==> src/rtl/tld_pkg.sv <==
// Shared constants, character codes and types of the text line decorator.
package tld_pkg;

   localparam int unsigned NUMBER_DIGITS = 6;
   localparam int unsigned BCD_W         = 4 * NUMBER_DIGITS;
   localparam int unsigned DIGIT_IDX_W   = (NUMBER_DIGITS > 1) ? $clog2(NUMBER_DIGITS) : 1;
   localparam int unsigned TAIL_MAX      = 4;
   localparam int unsigned TAIL_LEN_W    = $clog2(TAIL_MAX + 1);
   localparam int unsigned TAIL_IDX_W    = $clog2(TAIL_MAX);
   localparam int unsigned JOB_MAX       = NUMBER_DIGITS + 1 + TAIL_MAX;
   localparam int unsigned POS_W         = $clog2(JOB_MAX);
   localparam int unsigned QUEUE_DEPTH   = 2;
   localparam int unsigned CSR_IDX_W     = 3;
   localparam int unsigned CSR_DATA_W    = 8;

   localparam logic [7:0] CHR_TAB      = 8'h09;
   localparam logic [7:0] CHR_LF       = 8'h0A;
   localparam logic [7:0] CHR_SPACE    = 8'h20;
   localparam logic [7:0] CHR_DOLLAR   = 8'h24;
   localparam logic [7:0] CHR_DASH     = 8'h2D;
   localparam logic [7:0] CHR_ZERO     = 8'h30;
   localparam logic [7:0] CHR_QUESTION = 8'h3F;
   localparam logic [7:0] CHR_AT       = 8'h40;
   localparam logic [7:0] CHR_I        = 8'h49;
   localparam logic [7:0] CHR_M        = 8'h4D;
   localparam logic [7:0] CHR_CARET    = 8'h5E;
   localparam logic [7:0] CHR_DEL      = 8'h7F;
   localparam logic [7:0] CHR_HIGH    = 8'h80;
   localparam logic [7:0] CHR_META_LO  = 8'hA0;
   localparam logic [7:0] CHR_META_DEL = 8'hFF;
   localparam logic [7:0] CHR_CTRL_END = 8'h20;

   typedef enum logic [CSR_IDX_W-1:0] {
      REG_NUMBER_ALL           = 3'd0,
      REG_NUMBER_NONBLANK_ONLY = 3'd1,
      REG_SQUEEZE_BLANKS       = 3'd2,
      REG_MARK_LINE_ENDS       = 3'd3,
      REG_SHOW_TABS_CARET      = 3'd4,
      REG_SHOW_CONTROL         = 3'd5
   } csr_index_type;

   typedef struct packed {
      logic number_all;
      logic number_nonblank_only;
      logic squeeze_blanks;
      logic mark_line_ends;
      logic show_tabs_caret;
      logic show_control;
   } config_type;

   typedef struct packed {
      logic                          numbered;
      logic [BCD_W-1:0]              bcd;
      logic [TAIL_LEN_W-1:0]         tail_len;
      logic [TAIL_MAX-1:0][7:0]      tail;
   } job_type;

endpackage

==> src/rtl/tld_if.sv <==


interface tld_rsp_if;
   logic       valid;
   logic       ready;
   logic [7:0] out_byte;
   logic       last_of_run;
   modport source (output valid, output out_byte, output last_of_run, input ready);
   modport sink (input valid, input out_byte, input last_of_run, output ready);
endinterface


==> src/rtl/tld_back.sv <==
// Back part: walks one job byte by byte into the registered result stage.
module tld_back import tld_pkg::*; (
   input  logic      clock,
   input  logic      reset,
   input  logic      job_valid,
   input  job_type   job,
   output logic      job_done,
   tld_rsp_if.source rsp
);

   logic [POS_W-1:0]      pos_ff, pos_in;
   logic                  rsp_valid_ff, rsp_valid_in;
   logic [7:0]            out_byte_ff, out_byte_in;
   logic                  last_ff, last_in;

   logic                  load;
   logic [POS_W-1:0]      idx;
   logic [POS_W-1:0]      total_len;
   logic                  is_last;
   logic [POS_W-1:0]      digit_k;
   logic [3:0]            digit;
   logic [NUMBER_DIGITS-1:0] shown;
   logic                  seen;
   logic [POS_W-1:0]      tail_off;
   logic [TAIL_IDX_W-1:0] tail_idx;
   logic [7:0]            sel_byte;

   assign load      = job_valid && (!rsp_valid_ff || rsp.ready);
   assign idx       = job.numbered ? pos_ff : pos_ff + POS_W'(NUMBER_DIGITS + 1);
   assign total_len = (job.numbered ? POS_W'(NUMBER_DIGITS + 1) : '0) + POS_W'(job.tail_len);
   assign is_last   = (pos_ff == total_len - POS_W'(1));
   assign job_done  = load && is_last;

   assign digit_k  = POS_W'(NUMBER_DIGITS - 1) - idx;
   assign digit    = 4'(job.bcd >> {digit_k, 2'b00});
   assign tail_off = idx - POS_W'(NUMBER_DIGITS + 1);
   assign tail_idx = tail_off[TAIL_IDX_W-1:0];

   // Leading zeros print as spaces; the lowest digit always prints.
   always_comb begin
      seen = 1'b0;
      for (int k = NUMBER_DIGITS - 1; k >= 0; k--) begin
         if (job.bcd[4*k +: 4] != 4'd0) begin
            seen = 1'b1;
         end
         shown[k] = seen || (k == 0);
      end
   end

   always_comb begin
      if (idx < POS_W'(NUMBER_DIGITS)) begin
         sel_byte = shown[digit_k[DIGIT_IDX_W-1:0]] ? (CHR_ZERO | {4'd0, digit}) : CHR_SPACE;
      end else if (idx == POS_W'(NUMBER_DIGITS)) begin
         sel_byte = CHR_TAB;
      end else begin
         sel_byte = job.tail[tail_idx];
      end
   end

   always_comb begin
      pos_in       = pos_ff;
      rsp_valid_in = rsp_valid_ff && !rsp.ready;
      out_byte_in  = out_byte_ff;
      last_in      = last_ff;
      if (load) begin
         pos_in       = is_last ? '0 : pos_ff + POS_W'(1);
         rsp_valid_in = 1'b1;
         out_byte_in  = sel_byte;
         last_in      = is_last;
      end
   end

   always_ff @(posedge clock) begin
      if (reset) begin
         pos_ff       <= '0;
         rsp_valid_ff <= 1'b0;
      end else begin
         pos_ff       <= pos_in;
         rsp_valid_ff <= rsp_valid_in;
      end
   end

   always_ff @(posedge clock) begin
      out_byte_ff <= out_byte_in;
      last_ff     <= last_in;
   end

   assign rsp.valid       = rsp_valid_ff;
   assign rsp.out_byte    = out_byte_ff;
   assign rsp.last_of_run = last_ff;

   assert property (@(posedge clock) disable iff (reset) job_valid |-> pos_ff < total_len)
      else $error("Byte position ran past the end of the job.");

   assert property (@(posedge clock) disable iff (reset) !job_valid |-> pos_ff == '0)
      else $error("Byte position not cleared between jobs.");

endmodule

==> src/flat_wrapper.sv <==
// flat-port wrapper written by rule: the top's interface ports become plain ports
module tld_back_flat import tld_pkg::*;
  (clock, reset, job_valid, job, job_done, rsp_valid, rsp_out_byte, rsp_last_of_run, rsp_ready);
  tld_rsp_if rsp_i ();
  input  logic clock;
  input  logic reset;
  input  logic job_valid;
  input  job_type job;
  output logic job_done;
  output wire logic [$bits(rsp_i.valid)-1:0] rsp_valid;
  output wire logic [$bits(rsp_i.out_byte)-1:0] rsp_out_byte;
  output wire logic [$bits(rsp_i.last_of_run)-1:0] rsp_last_of_run;
  input wire logic [$bits(rsp_i.ready)-1:0] rsp_ready;
  assign rsp_valid = rsp_i.valid;
  assign rsp_out_byte = rsp_i.out_byte;
  assign rsp_last_of_run = rsp_i.last_of_run;
  assign rsp_i.ready = rsp_ready;
  tld_back u_core (.clock(clock), .reset(reset), .job_valid(job_valid), .job(job), .job_done(job_done), .rsp(rsp_i));
endmodule
==> config.mk <==
export PLATFORM = sky130hd
export DESIGN_NAME = tld_back_flat
export DESIGN_NICKNAME = d
export VERILOG_FILES = /design/src/rtl/tld_pkg.sv /design/src/rtl/tld_if.sv /design/src/rtl/tld_back.sv /design/src/flat_wrapper.sv
export SDC_FILE = /design/constraint.sdc
export NUM_CORES = 1
export LEC_CHECK = 0
export BUFFER_PORTS_ARGS = -buffer_cell sky130_fd_sc_hd__buf_2
export CAP_MARGIN = 40
export CORE_ASPECT_RATIO = 1.1
export CORE_MARGIN = 5
export CORE_UTILIZATION = 40
export DETAILED_ROUTE_END_ITERATION = 6
export PLACE_DENSITY = 0.71
export SYNTH_ARGS = -nofsm -noshare
export SYNTH_HDL_FRONTEND = slang
export SYNTH_SLANG_ARGS = --single-unit
==> constraint.sdc <==
create_clock -name clock -period 2.6 [get_ports clock]
set_input_delay 0 -clock clock [delete_from_list [all_inputs] [get_ports clock]]
set_output_delay 0 -clock clock [all_outputs]
set_load 0.1 [all_outputs]
==> out/results.tsv <==
metric	value	unit
status	complete, no violations	
crit path DAT	2.51	ns
Max-Cap Viols	0	
Setup Buffers After CTS	0	
yosys warns	0	
Worst-Skew Late Latency	0.24	ns
kind of critical path	register to register	
wirelength, routed	3880	um
Fin Clk Skew	0.00290	ns
Placed Cells	281	
Netlist cell types	44	
Sink Count	14	
Die H	74.5	um
flip-flop and latch count after synthesis	14	
CP max FO	10	
achievable clock frequency	408	MHz
largest net degree at the start of global routing	24	
Clock Tree Buf Depth	2	
NetSw	0.000509	W
Syn-to-layout area delta	30.2	%
Critical Path RT	2.65	ns
number of buffers added on ports	74	
setup TNS	0	ns
period utilisation layout	0.944	
clock network power share	0.161	
core area	0.00365	mm^2
Static Leak	0.899	nW
pre-CTS setup slack	0.138	ns
Yosys top cell area share	0.179	
Synth Cell Area	0.00151	mm^2
CTS H-tree lvls	1	
post-route minimum period	2.45	ns
# IOs	75	
Site Rows	23	
ranking of synthesized cells by area	edfxtp_1 18%, mux4_2 8.9%, dfxtp_1 6.6%	
Routed WL per cell	13.5	um
final std cells w/o fill	287	
startpoint types	register	
ANT nets after route	0	
area leader, netlist	edfxtp_1	
DRC	0	
RePlAce Congestion	0.867	
Largest stage delay, worst path	0.46	ns
syn nets	237	
Power per Cell Area	571	mW/mm^2
Syn Inst Count	164	
Die W	68.6	um
GRT Resource Usage Total	0.153	
ant diodes	0	
Vias	1522	
Clock Pin Slew Worst Setup and Hold Paths	0.06	ns
worst slew pin tran	0.759	ns
First-pass DRT Iterations	4	
sw frac	0.452	
combinational share of power	0.575	
drt first-iter violations	61	
Seq/Total Area, Yosys	0.245	
Slew Viols, Final	0	
global-route wire length before repair	5950	um
Crit. End Element	register	
vias in the first global route	1434	
RSZ-0062 raised after global routing	false	
GR Overflow Total	0	
Final Hold Vio Count	0	
clk root buf	clkbuf_8	
layout cells sized above 1	0.405	
Seq pwr share	0.264	
Slew HR	0.491	
post-layout worst setup margin	0.146	ns
final setup vio count	0	
worst vdd ir	0.189	mV
Placement Cell Area	0.00190	mm^2
Finished Core Util	0.539	
CP cell instances	inv_2, ha_1, mux2i_4, ha_2, o31ai_1, a21oi_1, o21ai_2, o32ai_1	
Nets	311	
CTS tree	yes	
Int Pwr	0.000616	W
TritonCTS Buffers	3	
post-DP HPWL	3280	um
reg2reg setup slack	0.15	ns
Slowest cell on crit path	dfxtp_1	
vias per cell	5.30	
HP Class	primary input to register	
initial antenna violation count	0	
syn avg cell area	9.22	um^2
die area	0.00511	mm^2
fin area	0.00197	mm^2
initial core utilization	0.414	
[repair_timing]
item	4_1_cts	5_1_grt
endpoints found under the hold margin	1	0
hold buffers	2	0
resized for setup	0	1
setup endpoints to repair	0	3
[synth_stat cells (all sizes together)]
cell / count
clkbuf: 4
buf: 7
a32oi: 3
mux4: 8
o32ai: 4
o2bb2ai: 1
nand3b: 2
or3: 1
nor2: 9
a21oi: 11
o21ai: 3
and2: 5
nor3: 7
o22ai: 1
inv: 11
fa: 1
nand2b: 3
mux2i: 5
nor4: 6
nand3: 2
edfxtp: 9
xor2: 5
nor4b: 1
a211oi: 1
ha: 8
o21bai: 1
o21a: 2
o31ai: 3
nand4: 2
dfxtp: 5
xnor2: 6
nand2: 24
a21o: 2
a31o: 1
[worst paths after layout]
kind / start / cells past startpoint / to
max: u_core.pos_ff[1] / 8 / u_core.rsp.out_byte[2]
min reg2reg: u_core.pos_ff[0] / 2 / u_core.pos_ff[0]
max reg2reg: u_core.pos_ff[1] / 8 / u_core.rsp.out_byte[2]
min: job[17] / 5 / u_core.rsp.out_byte[1]
[through the flow]
| stage | hold slack, ns | power [W] |
|---|---|---|
| 2_1_floorplan | 0.0691 | 0.000828 |
| 3_3_place_gp | 0.183 | 0.000936 |
| 3_5_place_dp | 0.185 | 0.000941 |
| 4_1_cts | 0.218 | 0.00112 |
| 5_1_grt | 0.234 | 0.00119 |
| 6_report | 0.231 | 0.00112 |
[flip-flops by register name, summed over array words and instances, names as in the netlist]
| signal | cells |
|---|---|
| u_core.rsp.valid | 1 |
| u_core.pos_ff | 4 |
| u_core.rsp.last_of_run | 1 |
| u_core.rsp.out_byte | 8 |
[critical path, delay by kind of cell, from the launching register on]
kind	cells	cell delay (ns)
adder cells (fa/ha/maj)	2	0.85
AO/OA/AOI/OAI	4	0.71
flip-flops	1	0.46
buffers and inverters	1	0.11
multiplexers	1	0.11
[final cells by class]
cell class / count / area [um^2]
Clock buffer: 3 / 41.3
Clock inverter: 1 / 3.75
Fill cell: 356 / 1690
Inverter: 11 / 46.3
Multi-Input combinational cell: 128 / 1010
Sequential cell: 14 / 372
Tap cell: 50 / 62.6
Timing Repair Buffer: 80 / 435
[cell families after synthesis]
family,count (synthesis),share of synthesized area
and+or+nand+nor,62,0.198
adders and majority gates,9,0.0795
muxes,13,0.166
DFF,14,0.245
xor gates and xnor gates,11,0.0687
AOI/OAI and AO/OA,33,0.151
buffers and inverters,22,0.0927
[routing by layer]
layer,global-route usage,part of all wire,up-vias
met5,0,0,-
met4,0.0596,0.017,0
met3,0.0196,0.076,7
met2,0.252,0.50,66
met1,0.200,0.41,699
li1,-,-,750
[cell usage in the layout, fill, tap and decap left out, types with 4 or more instances in the layout]
master	n
inv_1	9
and2_1	5
buf_2	73
nand2_1	24
dfxtp_1	4
nor2_1	9
nor3_1	7
nor4_1	6
ha_1	7
xor2_1	5
buf_4	4
xnor2_1	5
mux4_2	6
edfxtp_1	9
a21oi_1	11
o32ai_1	4
mux2i_1	4
[power by group through the flow]
stage	sequential (W)	combinational (W)	clock [W]
after floorplan	0.000469	0.000359	0
after global placement	0.000300	0.000635	0
after detailed placement	0.000301	0.000640	0
after CTS	0.000296	0.000644	0.000184
after global routing	0.000299	0.000698	0.000197
final	0.000296	0.000647	0.000181
(Power assumes the default switching activity.)
