<file path="src/rtl/tld_pkg.sv">
// Shared constants, character codes and types of the text line decorator.
package tld_pkg;

   localparam int unsigned NUMBER_DIGITS = 6;
   localparam int unsigned BCD_W         = 4 * NUMBER_DIGITS;
   localparam int unsigned DIGIT_IDX_W   = (NUMBER_DIGITS > 1) ? $clog2(NUMBER_DIGITS) : 1;
   localparam int unsigned TAIL_MAX      = 4;
   localparam int unsigned TAIL_LEN_W    = $clog2(TAIL_MAX + 1);
   localparam int unsigned TAIL_IDX_W    = $clog2(TAIL_MAX);
   localparam int unsigned JOB_MAX       = NUMBER_DIGITS + 1 + TAIL_MAX;
   localparam int unsigned POS_W         = $clog2(JOB_MAX);
   localparam int unsigned QUEUE_DEPTH   = 2;
   localparam int unsigned CSR_IDX_W     = 3;
   localparam int unsigned CSR_DATA_W    = 8;

   localparam logic [7:0] CHR_TAB      = 8'h09;
   localparam logic [7:0] CHR_LF       = 8'h0A;
   localparam logic [7:0] CHR_SPACE    = 8'h20;
   localparam logic [7:0] CHR_DOLLAR   = 8'h24;
   localparam logic [7:0] CHR_DASH     = 8'h2D;
   localparam logic [7:0] CHR_ZERO     = 8'h30;
   localparam logic [7:0] CHR_QUESTION = 8'h3F;
   localparam logic [7:0] CHR_AT       = 8'h40;
   localparam logic [7:0] CHR_I        = 8'h49;
   localparam logic [7:0] CHR_M        = 8'h4D;
   localparam logic [7:0] CHR_CARET    = 8'h5E;
   localparam logic [7:0] CHR_DEL      = 8'h7F;
   localparam logic [7:0] CHR_HIGH    = 8'h80;
   localparam logic [7:0] CHR_META_LO  = 8'hA0;
   localparam logic [7:0] CHR_META_DEL = 8'hFF;
   localparam logic [7:0] CHR_CTRL_END = 8'h20;

   typedef enum logic [CSR_IDX_W-1:0] {
      REG_NUMBER_ALL           = 3'd0,
      REG_NUMBER_NONBLANK_ONLY = 3'd1,
      REG_SQUEEZE_BLANKS       = 3'd2,
      REG_MARK_LINE_ENDS       = 3'd3,
      REG_SHOW_TABS_CARET      = 3'd4,
      REG_SHOW_CONTROL         = 3'd5
   } csr_index_type;

   typedef struct packed {
      logic number_all;
      logic number_nonblank_only;
      logic squeeze_blanks;
      logic mark_line_ends;
      logic show_tabs_caret;
      logic show_control;
   } config_type;

   typedef struct packed {
      logic                          numbered;
      logic [BCD_W-1:0]              bcd;
      logic [TAIL_LEN_W-1:0]         tail_len;
      logic [TAIL_MAX-1:0][7:0]      tail;
   } job_type;

endpackage

</file>
<file path="src/rtl/tld_queue.sv">
// Short job queue between the front and back parts.
module tld_queue import tld_pkg::*; (
   input  logic    clock,
   input  logic    reset,
   input  logic    in_valid,
   input  job_type in_job,
   output logic    in_ready,
   output logic    out_valid,
   output job_type out_job,
   input  logic    out_ready
);

   localparam int unsigned PTR_W = (QUEUE_DEPTH > 1) ? $clog2(QUEUE_DEPTH) : 1;
   localparam int unsigned CNT_W = $clog2(QUEUE_DEPTH + 1);

   job_type            slots_ff [QUEUE_DEPTH];
   logic [PTR_W-1:0]   wr_ptr_ff, wr_ptr_in;
   logic [PTR_W-1:0]   rd_ptr_ff, rd_ptr_in;
   logic [CNT_W-1:0]   count_ff, count_in;
   logic               push;
   logic               pop;

   assign in_ready  = (count_ff != CNT_W'(QUEUE_DEPTH));
   assign out_valid = (count_ff != '0);
   assign out_job   = slots_ff[rd_ptr_ff];
   assign push      = in_valid && in_ready;
   assign pop       = out_valid && out_ready;

   always_comb begin
      wr_ptr_in = wr_ptr_ff;
      rd_ptr_in = rd_ptr_ff;
      count_in  = count_ff;
      if (push) begin
         wr_ptr_in = (wr_ptr_ff == PTR_W'(QUEUE_DEPTH - 1)) ? '0 : wr_ptr_ff + PTR_W'(1);
      end
      if (pop) begin
         rd_ptr_in = (rd_ptr_ff == PTR_W'(QUEUE_DEPTH - 1)) ? '0 : rd_ptr_ff + PTR_W'(1);
      end
      if (push && !pop) begin
         count_in = count_ff + CNT_W'(1);
      end else if (pop && !push) begin
         count_in = count_ff - CNT_W'(1);
      end
   end

   always_ff @(posedge clock) begin
      if (push) begin
         slots_ff[wr_ptr_ff] <= in_job;
      end
   end

   always_ff @(posedge clock) begin
      if (reset) begin
         wr_ptr_ff <= '0;
         rd_ptr_ff <= '0;
         count_ff  <= '0;
      end else begin
         wr_ptr_ff <= wr_ptr_in;
         rd_ptr_ff <= rd_ptr_in;
         count_ff  <= count_in;
      end
   end

   assert property (@(posedge clock) disable iff (reset) count_ff <= CNT_W'(QUEUE_DEPTH))
      else $error("Job queue overflow.");

endmodule

</file>
<file path="config.mk">
export PLATFORM = sky130hd
export DESIGN_NAME = tld_queue
export DESIGN_NICKNAME = d
export VERILOG_FILES = /design/src/rtl/tld_pkg.sv /design/src/rtl/tld_queue.sv
export SDC_FILE = /design/constraint.sdc
export NUM_CORES = 1
export LEC_CHECK = 0
export ABC_AREA = 1
export BUFFER_PORTS_ARGS = -buffer_cell sky130_fd_sc_hd__buf_2
export CAP_MARGIN = 20
export CORE_MARGIN = 1.5
export CORE_UTILIZATION = 47
export CTS_CLUSTER_DIAMETER = 120
export DETAILED_ROUTE_END_ITERATION = 6
export PLACE_DENSITY_LB_ADDON = 0.15
export SYNTH_ARGS = -nofsm -noshare
export SYNTH_HDL_FRONTEND = slang
export SYNTH_SLANG_ARGS = --single-unit
export TNS_END_PERCENT = 10
</file>
<file path="constraint.sdc">
create_clock -name clock -period 3.9 [get_ports clock]
set_clock_uncertainty 0.2 [all_clocks]
set_input_delay 0.39 -clock clock [delete_from_list [all_inputs] [get_ports clock]]
set_output_delay 0.39 -clock clock [all_outputs]
set_load 0.03 [all_outputs]
</file>
==> reports/metrics.cfg, run 1 <==
[synth]
ys_ff_latch = 125
synthXorXnorAreaFrac_pct = 0
synthAdderAreaFrac_pct = 0.257
synth_cell_types = 13
synth_compound_area_share_pct = 0.411
syn-cell-area_sq_mm = 0.00487
muxShareOfSynthArea_pct = 18.5
synth_top_family_by_area = multiplexers
netlist_top_cells_area = edfxtp_1, mux2_4, buf_12
synth_top_area_share_pct = 73.9
yosys.area_share.simple_pct = 1.57
yosysWarningCount = 0
yosysSeqAreaShare_pct = 76.0
avgSynthCellArea_sq_um = 21.8
syn_inst = 224
yosysTopAreaCell = edfxtp_1
synth_nets = 289

[placement]
place_area_sq_mm = 0.00562
gp_congestion = 0.730
io_buffers = 125
dpl.hpwl_microns = 5060

[sta]
hold_ws_ps = 192
final-max-slew-violation-count = 0
max_freq_ghz = 0.373
hold_viol = 0
tightest_slew_ps = 836
rsz0062_at_grt = no
setup_viol = 0
min_period_ps = 2680
min_period_over_period_pct = 68.7
final.setup.tns_ps = 0
slew_headroom_pct = 44.1

[min_path]
hold_end = wr_ptr_ff
hold_depth = 4
min_path_type = input port to flip-flop
hold_start = in_valid

[clocking]
clkSlewWorstSetupHoldPaths_ps = 50
root_buffer = clkbuf_8
cts_tree = yes
cts_buffers = 17
clkLatencyLatePin_ps = 500
cts_resized = 0
cts_hold_buf = 62
clock_path_buffers = 2
cts_max_level = 4
clock_sinks = 125
post_cts_buffers = 0

[detailed_routing]
vias = 2636
antenna_left = 0
route.detailed.drc = 0
viasPerCell = 4.60
drt_wl_total_microns = 8530
wl_per_cell_microns = 14.9
firstDrtPassIters = 4
drtIter0Drc = 87

[power]
clkPwrFrac_pct = 33.2
intPower_mw = 3.25
cellPowerDensity_mw_per_mm2 = 672
p_leak_nw = 2.76
power_frac_comb_pct = 27.6
vdd_ir_drop_max_v = 0.000444
p_sw_share_pct = 29.2
seqPwrFrac_pct = 39.2
p_switching_mw = 1.34
finalPower_mw = 4.59

[layout]
n_antenna_cell = 0
mostFrequentLayoutCells = buf_2, edfxtp_1, dlygate4sd3_1, mux2_4, clkbuf_16
design_area_sq_mm = 0.00682
final_common_cell = buf_2
layout-drive-gt1-share_pct = 49.8
nNetsFinal = 492
syn_to_final_growth_pct = 39.9

[setup_path]
crit_path_end_kind = primary output
r2r_slack_ps = 1700
worstSetupStartpointType = flip-flop
worstPathRequired_ps = 3310
worstPathArrival_ps = 2090
rr_worst_depth = 5
r2r-end = slots_ff[1][30]
critPathMaxFanout = 31
critPathKind = flip-flop to primary output
rr_startpoint = count_ff[0]

[global_routing]
overflow = 0
antenna_found_initial = 0
grt.total_usage_pct = 16.0
grt_max_degree = 36
grt_pass1_vias = 2747
grt_pass1_wl_microns = 13000

[floorplan]
start_util_pct = 49.2
core.rowCount = 36
dieArea_sq_mm = 0.0110
die_w_microns = 105
fp.dieH_microns = 105
core_sq_mm = 0.00991
io_pins = 126

[job]
cap_violations = 0

[outcome]
status = finished clean

## layout make-up
cell class                 instances  area [sq um]
clock inverter                     8           114
timing repair buffer             191          1310
sequential                       125          3710
multi-input combinational         84          1020
tap                              133           166
clock buffer                      24           470
inverter                           8          30.0
fill                             688          3090
## per-stage QoR
step | instances | setup WS (ps) | utilization [%]
6_report | 573 | 1220 | 68.8
5_1_grt | 573 | 1110 | 68.8
3_3_place_gp | 478 | 1590 | 56.4
2_1_floorplan | 224 | -76.1 | -
4_1_cts | 573 | 1160 | 68.8
3_5_place_dp | 479 | 1690 | 56.7
## per-layer routing
| layer | global-route usage (%) | share of wire, % |
|---|---|---|
| met5 | 0 | 0 |
| met4 | 8.22 | 1.6 |
| met3 | 5.61 | 5.1 |
| met2 | 27.3 | 53 |
| met1 | 17.6 | 40 |
## how the worst max path moves through the flow
stage | to | slack, ps | from | cells past startpoint
final | out_job[27] | 1220 | flip-flop | 3
after global routing | out_job[45] | 1110 | flip-flop | 3
after CTS | out_job[24] | 1160 | flip-flop | 3
after detailed placement | slots_ff[1][43] | 1690 | count_ff[0] | 5
after global placement | out_job[34] | 1590 | flip-flop | 2
after floorplan | slots_ff[0][0] | -80 | count_ff[0] | 4
## worst max-delay path: stages (launching register included)
cell     delay [ps]
dfxtp_4         740
buf_16          320
mux2_4          330
buf_2           180
## cells in the mapped netlist
library cell,n
nor2_1,7
buf_6,1
a21oi_1,2
buf_12,6
edfxtp_1,120
nand3_1,2
mux2_4,60
nand4_1,1
ha_1,1
o21ai_0,2
dfxtp_1,5
inv_1,8
nand2_1,9
## kinds of logic (layout without fill, tap and decap cells)
family,Yosys count,in the layout
buffers and inverters,15,231
DFF,125,125
adders and majority gates,1,1
AOI/OAI and AO/OA,4,4
muxes,60,60
and+or+nand+nor,19,19
## registers in the layout (all words and copies together), names as in the netlist, named ones only
name / count
count_ff: 2
wr_ptr_ff: 1
rd_ptr_ff: 1
slots_ff: 120
## power groups by stage
stage                     registers [mW]  clock network, mW  logic [mW]
after floorplan                     1.78                  0        1.02
after global placement              1.87                  0        1.16
after detailed placement            1.83                  0        1.22
after CTS                           1.80               1.56        1.28
after global routing                1.82               1.61        1.34
final                               1.80               1.52        1.26
Power figures use the tool's default switching activity.
==> run 2, diff against run 1 <==
- clock period: 3.9 -> 2.4 ns (I/O delays scaled with it)
==> run 2 against run 1 <==
Compared with the run above: non-clock buffer count rose by 4; global-route usage rose by 0.21 points; sequential power rose by 61%; critical endpoint unchanged; largest power group unchanged; utilization rose by 0.38 points; worst hold slack got worse by 130 ps; first-iteration DRC count rose by 11%.
==> reports/metrics.cfg, run 2 (same netlist as run 1, synthesis figures left out) <==
[layout]
syn_to_final_growth_pct = 40.7
fin_util_pct = 69.2
nNetsFinal = 496
mostFrequentLayoutCells = buf_2, edfxtp_1, dlygate4sd3_1, mux2_4, clkbuf_16
layout-drive-gt1-share_pct = 49.4
stdcell_count = 576
n_antenna_cell = 0
final_common_cell = buf_2
largest_register_ffs = 120
largest_registers = slots_ff: 120 flops, count_ff: 2 flops
regMostFlops = slots_ff

[clocking]
cts_max_level = 4
clock_path_buffers = 2
cts_hold_buf = 62
clkLatencyLatePin_ps = 500
cts_tree = yes
clkSlewWorstSetupHoldPaths_ps = 50
root_buffer = clkbuf_8
clock_sinks = 125
cts_buffers = 17
post_cts_buffers = 0
cts_resized = 0

[placement]
pre_cts_slack_ps = 625
place_inst = 483
io_buffers = 125
dpl.hpwl_microns = 5180
gp_congestion = 0.673

[global_routing]
antenna_found_initial = 0
grt_pass1_wl_microns = 13500
met3_usage_pct = 5.30
grt.total_usage_pct = 16.2
overflow = 0
grt_max_degree = 43
grtUsageMet1_pct = 19.1
grt_pass1_vias = 2783
use_met2_pct = 27.3
top_usage_layer = met2

[min_path]
min_path_type = input port to flip-flop

[sta]
max_freq_ghz = 0.443
min_period_ps = 2260
slew_headroom_pct = 78.0
tightest_slew_ps = 330
final-max-slew-violation-count = 0
fin_ws_ps = 144
setup_viol = 0
rsz0062_at_grt = no
min_period_over_period_pct = 94.0
hold_viol = 0
final.setup.tns_ps = 0

[job]
cap_violations = 0

[power]
intPower_mw = 5.31
finalPower_mw = 7.50
clkPwrFrac_pct = 33.0
vdd_ir_drop_max_v = 0.000568
p_switching_mw = 2.18
power_frac_comb_pct = 28.5
cellPowerDensity_mw_per_mm2 = 1090
seqPwrFrac_pct = 38.5
p_leak_nw = 2.77
p_sw_share_pct = 29.1

[detailed_routing]
wl_per_cell_microns = 14.8
drtIter0Drc = 97
route.detailed.drc = 0
antenna_left = 0
firstDrtPassIters = 4
vias = 2633
drt_wl_total_microns = 8520
viasPerCell = 4.57

[floorplan]
dieArea_sq_mm = 0.0110
die_w_microns = 105
io_pins = 126
core_sq_mm = 0.00991
core.rowCount = 36
start_util_pct = 49.2
fp.dieH_microns = 105

[setup_path]
critPathKind = flip-flop to primary output
worstSetupStartpointType = flip-flop
worstPathRequired_ps = 1960
crit_path_end_kind = primary output
critPathMaxFanout = 16
worstPathArrival_ps = 1820

[outcome]
status = finished clean

==> run 2: cell type report <==
type                    count  area [sq um]
flip-flops and latches    125          3710
fillers                   670          3050
repair buffers            195          1360
multi-input cells          84          1020
clock buffers              20           425
well taps                 133           166
clock inverters            11           149
inverters                   8          30.0
==> run 2: per-stage QoR <==
stage,cell area [sq um],hold slack (ps)
after global routing,6860,116
after global placement,5660,228
after floorplan,4880,139
after CTS,6860,37.7
final,6860,62.2
after detailed placement,5660,231
==> run 2: path summary, 6_finish.rpt <==
kind	startpoint	to	slack, ps	cells past startpoint
hold / removal	in_valid	wr_ptr_ff	60	4
hold reg to reg	rd_ptr_ff	flip-flop	320	2
setup reg to reg	count_ff[0]	count_ff[1]	590	10
setup / recovery	flip-flop	out_job[27]	140	3
==> run 2: layer usage <==
layer | wire length (microns) | up-vias | share of wire (%)
met5 | 0 | - | 0
met4 | 123 | 0 | 1.4
met3 | 473 | 10 | 5.6
met2 | 4300 | 84 | 51
met1 | 3620 | 1262 | 42
li1 | - | 1277 | -
==> run 2: power groups by stage <==
stage	Clock (mW)	Sequential [mW]	Combinational, mW
after CTS	2.52	2.89	2.16
after detailed placement	0	2.93	2.07
after floorplan	0	2.88	1.67
final	2.48	2.89	2.13
after global placement	0	2.92	2.05
after global routing	2.61	2.92	2.26
==> run 2: critical path, stage by stage (launching register included) <==
cell and delay (ps):
dfxtp_4 550, buf_4 270, mux2_4 310, buf_2 180
